## src/hdl/hbfa_ram.sv

```systemverilog
// Generic single-write, single-read RAM with registered read data.
`default_nettype none
module hbfa_ram #(
   parameter int WIDTH = 8,
   parameter int DEPTH = 256
) (
   input  wire logic                     clock,
   input  wire logic                     wr_en,
   input  wire logic [$clog2(DEPTH)-1:0] wr_addr,
   input  wire logic [WIDTH-1:0]         wr_data,
   input  wire logic                     rd_en,
   input  wire logic [$clog2(DEPTH)-1:0] rd_addr,
   output logic      [WIDTH-1:0]         rd_data
);

   logic [WIDTH-1:0] mem_ff [DEPTH];
   logic [WIDTH-1:0] rd_data_ff;

   always_ff @(posedge clock) begin
      if (wr_en) begin
         mem_ff[wr_addr] <= wr_data;
      end
      if (rd_en) begin
         rd_data_ff <= mem_ff[rd_addr];
      end
   end

   assign rd_data = rd_data_ff;

endmodule
`default_nettype wire

```

## config.mk

```make
export PLATFORM = sky130hd
export DESIGN_NAME = hbfa_ram
export DESIGN_NICKNAME = d
export VERILOG_FILES = /design/src/hdl/hbfa_ram.sv
export SDC_FILE = /design/constraint.sdc
export NUM_CORES = 2
export LEC_CHECK = 0
export ABC_AREA = 1
export BUFFER_PORTS_ARGS = -buffer_cell sky130_fd_sc_hd__buf_4
export CAP_MARGIN = 20
export CORE_ASPECT_RATIO = 0.7
export CORE_MARGIN = 10
export CORE_UTILIZATION = 45
export DETAILED_ROUTE_END_ITERATION = 7
export PLACE_DENSITY_LB_ADDON = 0.05
export SLEW_MARGIN = 10
export SYNTH_ARGS = -nofsm -noshare
export SYNTH_HDL_FRONTEND = slang
export SYNTH_SLANG_ARGS = --single-unit
```

## constraint.sdc

```tcl
create_clock -name clock -period 1.4 [get_ports clock]
set_input_delay 0.07 -clock clock [delete_from_list [all_inputs] [get_ports clock]]
set_output_delay 0.07 -clock clock [all_outputs]
set_load 0.05 [all_outputs]
```

==> results.toml <==
[status]
outcome = "finished, violations left"
violated_checks = "negative hold slack, negative setup slack"

[worst_setup_path]
reg2reg_depth = 11
critical_path_end_type = "flop"
path_max_fanout = 1
crit_path_cell_trace = "nand2_1 -> nand3_2 -> nand3_2 -> nand3_2 -> nand3_2 -> nand3_2 -> buf_6 -> nand3_2 -> nand2_1 -> nand2_2 -> nand2_1"
crit_path_max_incr_delay_ns = 0.37
timing.critical_path.from_type = "flop"
cp_slowest_cell = "edfxtp_1"
crit_path_frequent_cell = "nand3_2"
critical_path_class = "flop to flop"
worstPathArrival_ns = 2.29
cp.required_ns = 1.97

[die]
floorplan.io_pins = 35
die_height_um = 380
dieWidth_um = 535
floorplan.rows = 132
core-area_mm2 = 0.185
floorplan.initialDensity_pct = 45.2
dieArea_mm2 = 0.203

[cells_and_area]
num-nets-final = 7617
final_common_cell = "nand2_1"
area_delta_synth_final_pct = 22.4
fin_cells = 10200
antenna_cells = 0
post-route-cell-area_mm2 = 0.102
filler_cell_count = 15500
mostFrequentLayoutCells = "nand2_1, edfxtp_1, nand3_1, buf_4, nand3_2"
final_layout_size_suffix_gt1_share_pct = 19.7

[route]
drt_pre_antenna_iters = 5
route.detailed.vias_per_inst = 5.59
detailedRoute.firstIterationViolations = 6778
via_count = 57200
number_of_nets_still_failing_antenna_checks_after_routing = 0
drt-total-wl_um = 260000
drc = 0
detail_route.wl_per_cell_um = 25.4

[sta]
hold_ws_ns = -0.191
final.setup.tns_ns = -3.66
report.final.hold_viol_count = 8
post-route-worst-setup-slack_ns = -0.318
minimum_clock_period_ns = 1.72
tightestPinTransition_ns = 0.700
finClkSkew_ns = 0.0253
maxSlewViolCount = 0
rsz0062_at_grt = "true"
timing.slew.headroom_pct = 53.3
fmax_mhz = 582
final_min_period_over_clock_period_pct = 123
timing.final.setup_violations = 16

[global_routing]
grt_antenna_before_repair = 10
pin_count_of_the_biggest_net_entering_global_routing = 93
gr-usage-all-layers_pct = 24.9
via_count_of_the_first_global_routing_pass = 53900
globalRouteOverflowTotal = 0
grt_first_pass_wirelength_um = 379000

[logic_synthesis]
yosysWarningCount = 0
synthDistinctLibCells = 13
synth-seq-cells = 2056
synth_area_per_cell_um2 = 11.9
synth_area_mm2 = 0.0835
yosysSeqAreaShare_pct = 74.0
yosys.area.top_type = "edfxtp_1"
synthCells = 7003
mappedNetlistNets = 7030
yosys-top-cells-area = "edfxtp_1, nand3_1, nand2_1, buf_2, nor2_1"
synth_top_cell_area_share_pct = 74.0

[power]
leakagePower_nw = 36.8
powerDensity_mw_per_mm2 = 1290
vdd_ir_drop_max_uv = 1320

[cts]
clockBufferDepth = 3
cts_root_buffer = "clkbuf_16"
cts_tree = "done"
cts_max_level = 4
numCtsBuffers = 198
clock-sinks = 2056
cts_hold_buffers = 10
cts.clk_slew.worst_paths_ns = 0.06
clock_latency_ns = 0.83
post-cts-setup-buffers = 0

[placed_design]
dpl-instance-area_mm2 = 0.0938
place.port_buffers = 34
dpl.cell_count = 9861
sum_of_net_half_perimeters_after_detailed_placement_um = 169000
finalWeightedCongestion = 0.865

[min_path]
worst_hold_path_type = "input pin to flop"
min_delay_path_depth = 3

[flow_run]
timing.max_cap.violations = 0
[per-stage QoR]
step                util [%]  hold WS (ns)  power, mW  setup slack (ns)
floorplan                  -         0.169       73.6           -0.0715
global placement        50.8         0.418       78.9             -1.14
detailed placement      50.8         0.410       78.9             -1.15
CTS                     54.8        -0.255        132            -0.324
global route            55.3        -0.219        135            -0.359
finish                  55.3        -0.191        131            -0.318
[critical path: cells and delay by family (launching register included)]
family	cells	cell delay (ns)
buf+inv	1	0.15
flops	1	0.37
simple gates	10	0.92
[layout make-up]
class / count / area [um2] / area share [%]
Sequential cell: 2056 / 61700 / 60.4
Tap cell: 2479 / 3100 / 3.04
Clock buffer: 247 / 5290 / 5.18
Inverter: 39 / 180 / 0.176
Multi-Input combinational cell: 4425 / 21400 / 20.9
Timing Repair Buffer: 870 / 9480 / 9.27
Clock inverter: 115 / 1010 / 0.991
[Yosys cell counts (all sizes together)]
| master | instances |
|---|---|
| nand3 | 2019 |
| nor2 | 283 |
| edfxtp | 2056 |
| inv | 39 |
| clkbuf | 112 |
| nand2 | 2123 |
| buf | 371 |
[layer usage]
layer	up-vias	wire, um	GRT usage (%)
met3	309	21600	4.17
met1	28500	121000	39.4
li1	26100	-	-
met4	2	5280	5.08
met2	2308	112000	36.0
met5	-	13	0
[registers in the layout, summed over array words and instances (netlist names)]
| register | count |
|---|---|
| mem_ff | 2048 |
| rd_data | 8 |
[repair_timing]
action | in CTS | in global routing
pin swaps | 36 | 65
resized for setup | 214 | 178
hold endpoints to repair | 2042 | 8
cloned | 0 | 0
setup endpoints to repair | 16 | 16
[power breakdown]
group	switching (mW)	total (mW)	internal, mW
Clock	23.1	53.2	30.1
Sequential	0.0663	67.9	67.8
Combinational	7.05	10.4	3.32
Total	30.2	131	101
[worst paths after layout]
kind	slack (ns)	startpoint	to
worst max register to register	-0.32	mem_ff[189][1]$_DFFE_PP_	rd_data[1]$_DFFE_PP_
worst max-delay path	-0.32	mem_ff[189][1]$_DFFE_PP_	rd_data[1]$_DFFE_PP_
worst min-delay path	-0.19	rd_addr[7]	rd_data[2]$_DFFE_PP_
worst min register to register	1.11	mem_ff[30][7]$_DFFE_PP_	rd_data[7]$_DFFE_PP_
[logic make-up after synthesis]
family,after synthesis,share of synthesized area (%)
AND/OR/NAND/NOR,4425,22.9
buffers and inverters,522,3.12
flip-flops,2056,74.0
No activity file was read; power rests on OpenSTA's default activity.
